--- src/design/bdel_pkg.sv ---
`timescale 1ns / 1ps
`default_nettype none
package bdel_pkg;

  // Fixed field widths of the two channels.
  localparam int CMD_W    = 3;
  localparam int VALUE_W  = 32;
  localparam int STATUS_W = 2;
  localparam int COUNT_W  = 7;

  // Defaults for the top-level parameters.
  localparam int DEPTH_DEF      = 64;
  localparam int DATA_WIDTH_DEF = 32;

  typedef enum logic [CMD_W-1:0] {
    CMD_PUSH_BACK  = 3'd0,
    CMD_PUSH_FRONT = 3'd1,
    CMD_POP_BACK   = 3'd2,
    CMD_POP_FRONT  = 3'd3,
    CMD_DUMP       = 3'd4,
    CMD_CLEAR      = 3'd5
  } cmd_t;

  typedef enum logic [STATUS_W-1:0] {
    ST_OK    = 2'd0,
    ST_EMPTY = 2'd1,
    ST_FULL  = 2'd2
  } status_t;

  typedef enum logic {
    S_IDLE = 1'b0,
    S_DUMP = 1'b1
  } state_t;

  // Commands from the controller to the datapath.
  typedef struct packed {
    logic exec;        // an input transaction is taken this cycle
    logic dump_start;  // the taken transaction starts a dump of a non-empty list
    logic dump_emit;   // load the next dumped element into the output register
  } ctrl_cmd_t;

  // Status from the datapath to the controller.
  typedef struct packed {
    logic out_free;    // output register can take a new result this cycle
    logic empty;       // list holds no element
    logic dump_last;   // element at the dump offset is the final one
  } dp_sts_t;

endpackage
`default_nettype wire

--- src/design/bounded_double_ended_list_unit.sv ---
`timescale 1ns / 1ps
// A single result is loaded into the output register in the cycle after its transaction is taken;
// the first element of a dump passes through the registered memory read before the output register.
// Throughput: push, pop, clear and no-op commands sustain one transaction per cycle while the output is not stalled.
// A dump of a non-empty list stalls the input until its final element is loaded into the output register.
// Reset (synchronous, rst_n low) empties the list and drops any pending result;
// the element memory itself is not cleared and needs no clearing pass.
`default_nettype none
module bounded_double_ended_list_unit
  import bdel_pkg::*;
#(
  parameter int DEPTH      = DEPTH_DEF,
  parameter int DATA_WIDTH = DATA_WIDTH_DEF
) (
  input  wire logic                       clk,
  input  wire logic                       rst_n,
  input  wire logic                       in_valid,
  output logic                            in_stall,
  input  wire logic        [CMD_W-1:0]    in_command,
  input  wire logic signed [VALUE_W-1:0]  in_value,
  output logic                            out_valid,
  input  wire logic                       out_stall,
  output logic             [STATUS_W-1:0] out_status,
  output logic signed      [VALUE_W-1:0]  out_element,
  output logic             [COUNT_W-1:0]  out_count,
  output logic                            out_last
);

  // The controller decides when an input transaction is taken and steps
  // through a dump one element at a time. Everything else, including the
  // circular buffer, the head pointer, the element count and the output
  // register, lives in the datapath.
  ctrl_cmd_t cmd;
  dp_sts_t   sts;

  // In the idle state the input is taken whenever the output register is
  // empty or is being drained in the same cycle, so single-result commands
  // flow at full rate. A dump of a non-empty list moves the controller to
  // its dump state, where the input stays stalled until the final element
  // has been loaded into the output register.
  bdel_ctrl u_ctrl (
    .clk        (clk),
    .rst_n      (rst_n),
    .in_valid   (in_valid),
    .in_command (in_command),
    .in_stall   (in_stall),
    .sts        (sts),
    .cmd        (cmd)
  );

  // The datapath keeps the elements in a single-port-write, registered-read
  // memory. Pushes at either end write one slot; pops only move the head
  // pointer or the count. During a dump the read address tracks the next
  // offset so that one element is ready every cycle the consumer accepts.
  bdel_dpath #(
    .DEPTH      (DEPTH),
    .DATA_WIDTH (DATA_WIDTH)
  ) u_dpath (
    .clk         (clk),
    .rst_n       (rst_n),
    .in_command  (in_command),
    .in_value    (in_value),
    .out_valid   (out_valid),
    .out_stall   (out_stall),
    .out_status  (out_status),
    .out_element (out_element),
    .out_count   (out_count),
    .out_last    (out_last),
    .cmd         (cmd),
    .sts         (sts)
  );

endmodule
`default_nettype wire

--- src/design/bdel_ctrl.sv ---
`timescale 1ns / 1ps
`default_nettype none
module bdel_ctrl
  import bdel_pkg::*;
(
  input  wire logic             clk,
  input  wire logic             rst_n,
  input  wire logic             in_valid,
  input  wire logic [CMD_W-1:0] in_command,
  output logic                  in_stall,
  input  dp_sts_t               sts,
  output ctrl_cmd_t             cmd
);

  state_t state_r;
  state_t state_nxt;

  always_ff @(posedge clk) begin
    if (!rst_n) begin
      state_r <= S_IDLE;
    end else begin
      state_r <= state_nxt;
    end
  end

  always_comb begin
    state_nxt      = state_r;
    in_stall       = 1'b1;
    cmd.exec       = 1'b0;
    cmd.dump_start = 1'b0;
    cmd.dump_emit  = 1'b0;
    case (state_r)
      S_IDLE: begin
        // A new transaction is taken whenever the output register has room.
        in_stall = !sts.out_free;
        if (in_valid && sts.out_free) begin
          cmd.exec = 1'b1;
          if (cmd_t'(in_command) == CMD_DUMP && !sts.empty) begin
            cmd.dump_start = 1'b1;
            state_nxt      = S_DUMP;
          end
        end
      end
      S_DUMP: begin
        // One element leaves per cycle while the consumer keeps up.
        if (sts.out_free) begin
          cmd.dump_emit = 1'b1;
          if (sts.dump_last) begin
            state_nxt = S_IDLE;
          end
        end
      end
      default: begin
        state_nxt = S_IDLE;
      end
    endcase
  end

endmodule
`default_nettype wire

--- src/design/bdel_dpath.sv ---
`timescale 1ns / 1ps
`default_nettype none
module bdel_dpath
  import bdel_pkg::*;
#(
  parameter int DEPTH      = DEPTH_DEF,
  parameter int DATA_WIDTH = DATA_WIDTH_DEF
) (
  input  wire logic                       clk,
  input  wire logic                       rst_n,
  input  wire logic        [CMD_W-1:0]    in_command,
  input  wire logic signed [VALUE_W-1:0]  in_value,
  output logic                            out_valid,
  input  wire logic                       out_stall,
  output logic             [STATUS_W-1:0] out_status,
  output logic signed      [VALUE_W-1:0]  out_element,
  output logic             [COUNT_W-1:0]  out_count,
  output logic                            out_last,
  input  ctrl_cmd_t                       cmd,
  output dp_sts_t                         sts
);

  localparam int PTR_W = (DEPTH > 1) ? $clog2(DEPTH) : 1;
  localparam int CNT_W = $clog2(DEPTH + 1);
  localparam int SUM_W = PTR_W + 1;

  // Circular storage: slot of the element at a given offset from the head.
  function automatic logic [PTR_W-1:0] wrap_slot(input logic [SUM_W-1:0] sum);
    logic [SUM_W-1:0] adj;
    begin
      adj = (sum >= SUM_W'(DEPTH)) ? (sum - SUM_W'(DEPTH)) : sum;
      wrap_slot = adj[PTR_W-1:0];
    end
  endfunction

  logic [DATA_WIDTH-1:0] entries [DEPTH];
  logic [DATA_WIDTH-1:0] rd_data_r;
  logic [PTR_W-1:0]      rd_addr;
  logic                  wr_en;
  logic [PTR_W-1:0]      wr_addr;
  logic [DATA_WIDTH-1:0] wr_data;

  logic [PTR_W-1:0] head_r, head_nxt;
  logic [CNT_W-1:0] cnt_r, cnt_nxt;
  logic [CNT_W-1:0] off_r, off_nxt;
  logic [CNT_W-1:0] off_inc;

  logic                      out_valid_r, out_valid_nxt;
  logic [STATUS_W-1:0]       out_status_r, out_status_nxt;
  logic signed [VALUE_W-1:0] out_element_r, out_element_nxt;
  logic [COUNT_W-1:0]        out_count_r, out_count_nxt;
  logic                      out_last_r, out_last_nxt;

  logic        full;
  logic        empty;
  logic        load_single;
  status_t     op_status;
  logic [63:0] val_ext;
  logic signed [63:0] elem_ext;

  assign full     = (cnt_r == CNT_W'(DEPTH));
  assign empty    = (cnt_r == '0);
  assign off_inc  = CNT_W'(off_r + CNT_W'(1));
  assign val_ext  = 64'(unsigned'(in_value));
  assign wr_data  = val_ext[DATA_WIDTH-1:0];
  assign elem_ext = 64'(signed'(rd_data_r));

  assign sts.out_free  = !out_valid_r || !out_stall;
  assign sts.empty     = empty;
  assign sts.dump_last = (off_inc == cnt_r);

  assign load_single = cmd.exec && !cmd.dump_start;

  // List operation for a taken transaction.
  always_comb begin
    head_nxt  = head_r;
    cnt_nxt   = cnt_r;
    wr_en     = 1'b0;
    wr_addr   = head_r;
    op_status = ST_OK;
    if (cmd.exec) begin
      case (cmd_t'(in_command))
        CMD_PUSH_BACK: begin
          if (full) begin
            op_status = ST_FULL;
          end else begin
            wr_en   = 1'b1;
            wr_addr = wrap_slot(SUM_W'(head_r) + SUM_W'(cnt_r));
            cnt_nxt = CNT_W'(cnt_r + CNT_W'(1));
          end
        end
        CMD_PUSH_FRONT: begin
          if (full) begin
            op_status = ST_FULL;
          end else begin
            head_nxt = (head_r == '0) ? PTR_W'(DEPTH - 1) : PTR_W'(head_r - PTR_W'(1));
            wr_en    = 1'b1;
            wr_addr  = head_nxt;
            cnt_nxt  = CNT_W'(cnt_r + CNT_W'(1));
          end
        end
        CMD_POP_BACK: begin
          if (empty) begin
            op_status = ST_EMPTY;
          end else begin
            cnt_nxt = CNT_W'(cnt_r - CNT_W'(1));
          end
        end
        CMD_POP_FRONT: begin
          if (empty) begin
            op_status = ST_EMPTY;
          end else begin
            head_nxt = wrap_slot(SUM_W'(head_r) + SUM_W'(1));
            cnt_nxt  = CNT_W'(cnt_r - CNT_W'(1));
          end
        end
        CMD_DUMP: begin
          if (empty) begin
            op_status = ST_EMPTY;
          end
        end
        CMD_CLEAR: begin
          head_nxt = '0;
          cnt_nxt  = '0;
        end
        default: begin
        end
      endcase
    end
  end

  // The read port points at the slot of the next dump offset, so rd_data_r
  // is registered together with off_r and holds the element at that offset.
  always_comb begin
    off_nxt = off_r;
    if (cmd.dump_start) begin
      off_nxt = '0;
    end else if (cmd.dump_emit) begin
      off_nxt = off_inc;
    end
    rd_addr = wrap_slot(SUM_W'(head_r) + SUM_W'(off_nxt));
  end

  always_comb begin
    out_valid_nxt   = out_valid_r;
    out_status_nxt  = out_status_r;
    out_element_nxt = out_element_r;
    out_count_nxt   = out_count_r;
    out_last_nxt    = out_last_r;
    if (out_valid_r && !out_stall) begin
      out_valid_nxt = 1'b0;
    end
    if (load_single) begin
      out_valid_nxt   = 1'b1;
      out_status_nxt  = op_status;
      out_element_nxt = '0;
      out_count_nxt   = COUNT_W'(cnt_nxt);
      out_last_nxt    = 1'b1;
    end else if (cmd.dump_emit) begin
      out_valid_nxt   = 1'b1;
      out_status_nxt  = ST_OK;
      out_element_nxt = elem_ext[VALUE_W-1:0];
      out_count_nxt   = COUNT_W'(cnt_r);
      out_last_nxt    = sts.dump_last;
    end
  end

  always_ff @(posedge clk) begin
    if (wr_en) begin
      entries[wr_addr] <= wr_data;
    end
    rd_data_r <= entries[rd_addr];
  end

  always_ff @(posedge clk) begin
    if (!rst_n) begin
      head_r      <= '0;
      cnt_r       <= '0;
      out_valid_r <= 1'b0;
    end else begin
      head_r      <= head_nxt;
      cnt_r       <= cnt_nxt;
      out_valid_r <= out_valid_nxt;
    end
  end

  always_ff @(posedge clk) begin
    off_r         <= off_nxt;
    out_status_r  <= out_status_nxt;
    out_element_r <= out_element_nxt;
    out_count_r   <= out_count_nxt;
    out_last_r    <= out_last_nxt;
  end

  assign out_valid   = out_valid_r;
  assign out_status  = out_status_r;
  assign out_element = out_element_r;
  assign out_count   = out_count_r;
  assign out_last    = out_last_r;

  a_cnt_bound: assert property (@(posedge clk) disable iff (!rst_n)
    cnt_r <= CNT_W'(DEPTH))
    else $error("element count exceeds capacity");

  a_push_grows: assert property (@(posedge clk) disable iff (!rst_n)
    cmd.exec && !full && (cmd_t'(in_command) == CMD_PUSH_BACK ||
                          cmd_t'(in_command) == CMD_PUSH_FRONT)
    |=> cnt_r == CNT_W'($past(cnt_r) + CNT_W'(1)))
    else $error("accepted push did not grow the list by one");

  a_emit_loads: assert property (@(posedge clk) disable iff (!rst_n)
    cmd.dump_emit |=> out_valid_r && out_status_r == ST_OK)
    else $error("dump emission did not load an ok result");

  a_no_exec_in_dump: assert property (@(posedge clk) disable iff (!rst_n)
    !(cmd.exec && cmd.dump_emit))
    else $error("new transaction taken while a dump is running");

endmodule
`default_nettype wire
--- config.mk ---
export PLATFORM = sky130hd
export DESIGN_NAME = bounded_double_ended_list_unit
export DESIGN_NICKNAME = d
export VERILOG_FILES = /design/src/design/bdel_pkg.sv /design/src/design/bounded_double_ended_list_unit.sv /design/src/design/bdel_ctrl.sv /design/src/design/bdel_dpath.sv
export SDC_FILE = /design/constraint.sdc
export NUM_CORES = 2
export LEC_CHECK = 0
export BUFFER_PORTS_ARGS = -buffer_cell sky130_fd_sc_hd__buf_2
export CORE_MARGIN = 2
export CORE_UTILIZATION = 30
export DETAILED_ROUTE_END_ITERATION = 10
export GPL_TIMING_DRIVEN = 0
export SYNTH_ARGS = -nofsm -noshare
export SYNTH_HDL_FRONTEND = slang
export SYNTH_SLANG_ARGS = --single-unit
--- constraint.sdc ---
create_clock -name clk -period 5.75 [get_ports clk]
set_clock_uncertainty 0.05 [all_clocks]
set_input_delay 0.2875 -clock clk [delete_from_list [all_inputs] [get_ports clk]]
set_output_delay 0.2875 -clock clk [all_outputs]
set_load 0.05 [all_outputs]
Word-level counts from Yosys, hierarchy flattened
Memories as Yosys holds them, arrays and structs flattened. A register that Yosys moved wholly into a read port is not among the register bits.
Index checks and enable logic that the tools add are counted.
{"block": "word_totals", "regBits": 64, "ram_bits": 2048, "in_bits": 39, "out_inout_bits": 44, "wordCells": 94, "mem_count": 1}
{"block": "classes", "n_addsub": 10, "magnitude_cmp": 3, "eq_ne": 8, "muxes": 42, "bitwise_logic": 1, "reduce_logical": 20}
{"memory": "u_dpath.entries", "depth": 64, "width": 32, "read_ports": 1, "rd_ports_with_merged_regs": 1, "write_ports": 1, "line": "bdel_dpath.sv:36", "rtl": "logic [DATA_WIDTH-1:0] entries [DEPTH];"}
{"cell": "2-to-1 mux 7 bit", "count": 7}
{"cell": "2-to-1 mux 6 bit", "count": 8}
{"cell": "subtractor 6 x 1 -> 6 bit, second input constant", "count": 4}
{"cell": "greater-or-equal comparator 7 bit, second input constant", "count": 3}
{"cell": "one-hot mux 7 bit (3 select lines)", "count": 1}
{"cell": "one-hot mux 6 bit (3 select lines)", "count": 1}
{"cell": "2-to-1 mux 1 bit", "count": 16}
{"cell": "adder 6 x 7 -> 7 bit", "count": 2}
{"cell": "adder 7 x 1 -> 7 bit, second input constant", "count": 2}
{"cell": "2-to-1 mux 2 bit", "count": 6}
{"cell": "one-hot mux 6 bit (2 select lines)", "count": 1}
{"cell": "adder 6 x 1 -> 7 bit, second input constant", "count": 1}
{"cell": "== test 7 bit", "count": 1}
{"cell": "== test 7 bit, second input constant", "count": 1}
{"cell": "logical NOT 7 bit", "count": 1}
{"cell": "subtractor 7 x 1 -> 7 bit, second input constant", "count": 1}
{"cell": "== test 3 x 2 -> 1 bit, second input constant", "count": 2}
{"cell": "== test 3 bit, second input constant", "count": 2}
{"cell": "logical NOT 6 bit", "count": 1}
{"cell": "nonzero test 3 bit", "count": 2}
{"cell": "logical NOT 1 bit", "count": 5}
{"cell": "logical AND 1 bit", "count": 4}
{"cell": "one-hot mux 2 bit (2 select lines)", "count": 1}
{"cell": "OR reduction 2 bit", "count": 2}
{"cell": "9 further kinds", "count": 9}

Logic depth before layout (Yosys ltp)
{"block": "logic_depth", "ltp_word": 10, "ltp_mapped": 19, "ltp_nobuf": 15}

Modules after synthesis
A second synthesis with hierarchy kept.
{"block": "hier_totals", "hier_cells": 4082, "hier_area_um2": 82975.8}
{"mod": "bdel_dpath", "n_inst": 1, "cells_per_inst": 4072, "area_per_inst_um2": 82880.7}
{"mod": "bdel_ctrl", "n_inst": 1, "cells_per_inst": 10, "area_per_inst_um2": 95.1}

Least setup slack after synthesis
No wires, ideal clock.
{"block": "synth_path", "path_type": "reg-to-reg", "startpoint": "register u_dpath.head_r[0]", "endpoint": "memory u_dpath.entries[28][0] (netlist bit), enable pin", "setup_time_ns": 0.502, "arrival_time_ns": 5.413, "setup_slack_ns": -0.215, "stages_incl_launch_ff": 11, "n_path_buf": 3, "synth_period_minus_slack_ns": 5.965, "path_cell_list": "dfxtp_1 -> clkbuf_1 -> inv_1 -> ha_1 -> nor3b_1 -> and2_1 -> a2111o_1 -> o2111a_1 -> buf_2 -> clkbuf_1 -> nor4_1"}
{"block": "synth_between", "elab_chain_len": 6, "word_cells_on_any_way": 11, "classes_between": "add/sub (3); order compare (1); mux (6); reduce/logical (1)"}
{"element": "start: declaration", "line": "bdel_dpath.sv:43", "rtl": "logic [PTR_W-1:0] head_r, head_nxt;"}
{"element": "start signal: assignment", "line": "bdel_dpath.sv:181", "rtl": "head_r <= head_nxt;"}
{"element": "adder 6 x 7 -> 7 bit", "line": "bdel_dpath.sv:88", "rtl": "wr_addr = wrap_slot(SUM_W'(head_r) + SUM_W'(cnt_r));"}
{"element": "subtractor 6 x 1 -> 6 bit or greater-or-equal comparator 7 bit (tied branches)", "line": "bdel_dpath.sv:31", "rtl": "adj = (sum >= SUM_W'(DEPTH)) ? (sum - SUM_W'(DEPTH)) : sum;"}
{"element": "2-to-1 mux 6 bit", "line": "bdel_dpath.sv:31"}
{"element": "2-to-1 mux 6 bit", "line": "bdel_dpath.sv:84", "rtl": "if (full) begin"}
{"element": "one-hot mux 6 bit (2 select lines)", "line": "bdel_dpath.sv:82", "rtl": "case (cmd_t'(in_command))"}
{"element": "2-to-1 mux 6 bit *", "line": "bdel_dpath.sv:81", "rtl": "if (cmd.exec) begin"}
{"element": "end: declaration", "line": "bdel_dpath.sv:36"}
Every way passes the cells marked *; elsewhere a longest branch is shown, timed or not.

Final worst setup path
{"block": "layout_path", "startpoint": "register u_dpath.cnt_r[1]", "endpoint": "register u_dpath.rd_data_r[5], read port of u_dpath.entries"}
{"block": "layout_between", "elab_chain_len": 10, "word_cells_on_any_way": 11, "classes_between": "add/sub (2); order compare (1); mux (5); reduce/logical (3)"}
{"element": "start: declaration", "line": "bdel_dpath.sv:44", "rtl": "logic [CNT_W-1:0] cnt_r, cnt_nxt;"}
{"element": "start signal: assignment", "line": "bdel_dpath.sv:182", "rtl": "cnt_r <= cnt_nxt;"}
{"element": "logical NOT 7 bit *", "line": "bdel_dpath.sv:62", "rtl": "assign empty = (cnt_r == '0);"}
{"element": "logical NOT 1 bit *", "line": "bdel_ctrl.sv:38", "rtl": "if (cmd_t'(in_command) == CMD_DUMP && !sts.empty) begin"}
{"element": "logical AND 1 bit *", "line": "bdel_ctrl.sv:38"}
{"element": "2-to-1 mux 1 bit *", "line": "bdel_ctrl.sv:38"}
{"element": "2-to-1 mux 2 bit *", "line": "bdel_ctrl.sv:36", "rtl": "if (in_valid && sts.out_free) begin"}
{"element": "2-to-1 mux 2 bit *", "line": "bdel_ctrl.sv:32", "rtl": "case (state_r)"}
{"element": "2-to-1 mux 7 bit *", "line": "bdel_dpath.sv:136", "rtl": "if (cmd.dump_start) begin"}
{"element": "via u_dpath.off_nxt[0]", "line": "bdel_dpath.sv:45", "rtl": "logic [CNT_W-1:0] off_r, off_nxt;"}
{"element": "adder 6 x 7 -> 7 bit *", "line": "bdel_dpath.sv:141", "rtl": "rd_addr = wrap_slot(SUM_W'(head_r) + SUM_W'(off_nxt));"}
{"element": "subtractor 6 x 1 -> 6 bit or greater-or-equal comparator 7 bit (tied branches)", "line": "bdel_dpath.sv:31"}
{"element": "2-to-1 mux 6 bit *", "line": "bdel_dpath.sv:31"}
{"element": "end: declaration", "line": "bdel_dpath.sv:37", "rtl": "logic [DATA_WIDTH-1:0] rd_data_r;"}
Mark *: on every way through the listed nets, which the timed path passes. The rest lies on a longest branch.
A chain may end at the register's enable or synchronous reset.

==> summary.md <==
## Critical path
• flip-flop — nature of the critical path startpoint
• 590 ps — highest cell delay on the worst timing path
• flip-flop — kind of capture point of the worst setup path
• 10 — maximum net fanout on the critical path
• 6220 ps — Arr. time, crit path
• flip-flop to flip-flop — crit path kind
• inv_2, ha_1, or3b_1, buf_6, nor2_1, nor3_2, clkbuf_2, nor2_1, ha_1, inv_1, fa_2, buf_12, clkbuf_4, clkbuf_4, mux4_2, mux2i_2, nor3_1, a2111oi_2, mux2i_1 — Cell Chain, Critical Path
• sky130_fd_sc_hd__fa_2 — slowest stage cell, crit path
• 6330 ps — Req. time, crit path

## Pwr
• 342.9 µV — Worst IR Drop VDD
• 415.8 mW/mm² — total power divided by cell area
• 32.28 nW — Static Leak

## STA
• 1432 ps — pin slew with the least headroom to its limit
• 7.223 ps — smallest hold slack
• 98.07% — final worst path period share
• false — RSZ-0062 raised after global routing
• 0 — number of hold violations in the final report
• 5639 ps — min Tclk post-route
• 0.1773 GHz — highest clock rate
• 0 ps — final-layout setup total negative slack
• 4.513% — slew margin rel.
• 0 — setup violation total in the final timing report
• 0 — Final Max Slew Viols

## GRT
• 312700 µm — global-route wire length before repair
• 0 — sum of overflow across all layers after global routing
• 65 — pin count of the biggest net entering global routing
• 15.25% — total global-route track usage
• 42090 — via count of the first global-routing pass
• 19 — antenna violations before repair

## Place
• 149600 µm — detailed placer's ending HPWL
• 82 — Port Buf Inserts
• 0.9327 — last weighted congestion value of the routability-driven placer

## Clock tree
• 2144 — number of sinks driven by the clock tree
• 3 — worst-case clock buffer depth
• 4 — H-tree level count
• done — TritonCTS clock tree
• 60 ps — clock transition time at the flip-flop clock pins of the worst setup and hold paths
• 200 — number of buffers created by CTS
• sky130_fd_sc_hd__clkbuf_16 — root buffer cell
• 840 ps — later-pin clock latency in the skew report

## Synth
• 2057 — Post-synth EDFFs
• 2.561% — post-synthesis simple-gate area fraction
• 1.839% — compound-cell area share of the yosys netlist
• sky130_fd_sc_hd__edfxtp_1 (74%), sky130_fd_sc_hd__mux4_2 (14%), sky130_fd_sc_hd__mux2i_1 (3.5%), sky130_fd_sc_hd__dfxtp_1 (2.1%), sky130_fd_sc_hd__nor3_1 (1.2%) — leading post-synthesis cells by cell area
• 0% — fraction of synthesis flops using an asynchronous set or reset pin
• 17.72% — multiplexer share of the synthesized area
• 0.2995% — fraction of synthesized cell area in xor and xnor cells
• 21.46 µm² — mean instance size in the synthesized netlist
• 3951 — number of nets produced by synthesis
• 2144 — synthesis-stage register bit count
• multiplexers — main combinational cell family by area after synthesis
• 76.02% — sequential area share after synthesis
• 75 — number of unique standard cell types used by synthesis
• 0.08355 mm² — Mapped Area
• sky130_fd_sc_hd__edfxtp_1 — cell type with the highest aggregate area in the netlist
• 0.2875% — Adder-Cell Fraction of Synth Area
• 0 — warnings from Yosys
• sky130_fd_sc_hd__edfxtp_1 — Primary FF master, synth
• 73.93% — fraction of synthesized cell area taken by the top area cell type
• 3894 — Post-Syn Instances

## Die
• 531.7 µm — chip height
• 30.19% — effective utilization at floorplan
• 0.2827 mm² — total die area
• 193 — Std-Cell Rows
• 0.2767 mm² — total core area
• 83 — I/O pin count
• 531.7 µm — Chip Width

## Detailed routing
• 0 — Post-route DRC
• 5150 — Iteration-0 DRC Markers
• 5 — first drt pass iteration count
• 26.64 µm — WL/cell
• 0 — post-route ant nets
• 5.059 — via/cell ratio
• 221200 µm — total wire length after detailed routing
• 42010 — count of vias placed by the detailed router

## Run status
• finished clean — run status

## Worst hold path
• input port to flip-flop — HP Class

## Cells and area
• 35.99% — final design utilization
• 33.83% — share of cells above drive strength 1
• 4484 — number of nets at the end of the flow
• 19.21% — relative area change from synthesis to final layout
• 25370 — Fillers

## Job
• 0 — max_cap viols

## sequential cells by signal (all words and copies together) (netlist names)
| register | cells |
|---|---|
| u_dpath.out_valid | 1 |
| u_dpath.cnt_r | 7 |
| u_dpath.rd_data_r | 32 |
| u_dpath.out_count | 7 |
| u_dpath.out_element | 32 |
| u_dpath.entries | 2048 |
| u_dpath.out_last | 1 |
| u_dpath.head_r | 6 |
| u_dpath.out_status | 2 |
| u_ctrl.state_r | 1 |
| u_dpath.off_r | 7 |
## path summary, 6_finish.rpt
check	to	start	slack, ps	cells past startpoint
worst max-delay path	u_dpath.rd_data_r[5]	u_dpath.cnt_r[1]	110	19
worst min-delay path	u_dpath.entries[43][5]	in_value[5]	7	1
worst max register to register	u_dpath.rd_data_r[5]	u_dpath.cnt_r[1]	110	19
worst min register to register	u_dpath.out_element[15]	u_dpath.rd_data_r[15]	390	2
## critical path, delay by kind of cell (launching register included)
| kind | cells | cell delay [ps] |
|---|---|---|
| AOI/OAI and AO/OA | 1 | 510 |
| adders and majority gates | 3 | 1030 |
| buffers and inverters | 7 | 1330 |
| DFF | 1 | 420 |
| muxes | 3 | 1050 |
| and+or+nand+nor | 5 | 1030 |
## cell usage after synthesis (6+ instances only)
cell / number
sky130_fd_sc_hd__mux2i_1: 290
sky130_fd_sc_hd__xnor2_1: 15
sky130_fd_sc_hd__and2_1: 9
sky130_fd_sc_hd__a2111oi_0: 32
sky130_fd_sc_hd__buf_6: 8
sky130_fd_sc_hd__o21ai_0: 20
sky130_fd_sc_hd__nor2_1: 28
sky130_fd_sc_hd__clkbuf_1: 130
sky130_fd_sc_hd__buf_1: 33
sky130_fd_sc_hd__xor2_1: 11
sky130_fd_sc_hd__a211oi_1: 37
sky130_fd_sc_hd__a21oi_1: 57
sky130_fd_sc_hd__a31oi_1: 6
sky130_fd_sc_hd__buf_2: 60
sky130_fd_sc_hd__edfxtp_1: 2057
sky130_fd_sc_hd__mux2_2: 33
sky130_fd_sc_hd__nand3_1: 15
sky130_fd_sc_hd__mux4_2: 512
sky130_fd_sc_hd__nand2_1: 88
sky130_fd_sc_hd__nor2b_1: 8
sky130_fd_sc_hd__nor3_1: 202
sky130_fd_sc_hd__ha_1: 16
sky130_fd_sc_hd__dfxtp_1: 87
sky130_fd_sc_hd__nor4_1: 34
sky130_fd_sc_hd__inv_1: 13
## routing by layer
metal,track usage (%),wire length [µm]
met2,24.97,107900
met5,0,84
met3,3.446,17270
met1,20.43,90350
met4,4.049,5597
## metrics by stage
stage	std cells	power, W	setup WS [ps]	instance area (µm²)
after CTS	8295	0.04152	2.705	99100
after global routing	8300	0.04273	0.03197	99580
after detailed placement	7920	0.02783	-2657	91530
after global placement	7681	0.02770	-4137	88680
after floorplan	3894	0.02411	-214.4	83630
final	8304	0.04141	111.2	99590
## placed cells by master, fill, tap and decap left out, types with 16 or more instances in the layout
cell	Yosys	layout
sky130_fd_sc_hd__a2111oi_4	2	16
sky130_fd_sc_hd__a211oi_4	0	18
sky130_fd_sc_hd__a21oi_1	57	55
sky130_fd_sc_hd__buf_2	60	105
sky130_fd_sc_hd__buf_4	1	140
sky130_fd_sc_hd__buf_6	8	133
sky130_fd_sc_hd__buf_8	0	26
sky130_fd_sc_hd__bufinv_16	0	16
sky130_fd_sc_hd__clkbuf_1	130	92
sky130_fd_sc_hd__clkbuf_16	0	208
sky130_fd_sc_hd__clkbuf_2	1	41
sky130_fd_sc_hd__clkbuf_4	0	57
sky130_fd_sc_hd__clkinv_1	0	43
sky130_fd_sc_hd__clkinv_2	0	33
sky130_fd_sc_hd__dfxtp_1	87	87
sky130_fd_sc_hd__edfxtp_1	2057	2057
sky130_fd_sc_hd__ha_1	16	16
sky130_fd_sc_hd__mux2_2	33	33
sky130_fd_sc_hd__mux2i_1	290	227
sky130_fd_sc_hd__mux2i_2	0	58
sky130_fd_sc_hd__mux4_2	512	512
sky130_fd_sc_hd__nand2_1	88	88
sky130_fd_sc_hd__nor2_1	28	27
sky130_fd_sc_hd__nor3_1	202	169
sky130_fd_sc_hd__nor3_2	0	33
sky130_fd_sc_hd__nor4_2	2	16
sky130_fd_sc_hd__nor4_4	0	16
sky130_fd_sc_hd__o21ai_0	20	20
## logic make-up after synthesis
logic type | Yosys count
simple gates | 422
compound gates | 202
mux | 835
xor+xnor | 27
buf+inv | 246
fa+ha+maj | 18
flops | 2144
## repair_timing
item / 4_1_cts / 5_1_grt
hold endpoints to repair: 26 / 21
gates resized for setup: 302 / 184
cloned: 0 / 0
buffers inserted: 2 / 0
hold buffers: 6 / 2
pin swaps: 11 / 17
setup endpoints to repair: 32 / 32
## cell type report
cell class,instances,area (µm²),share of cell area [%]
buffer,231,1410,1.416
clock buffer,260,5470,5.493
clock inverter,109,1044,1.048
tap,3705,4636,4.655
timing repair buffer,333,3057,3.069
multi-input combinational,1504,20410,20.49
sequential,2144,63510,63.77
antenna,5,12.51,0.01256
inverter,13,48.80,0.04900
## where the power goes
group,switching (W),internal (W)
Combinational,0.00605,0.00478
Sequential,0.0000538,0.0173
Clock,0.00581,0.00743
Power figures use the tool's default switching activity.
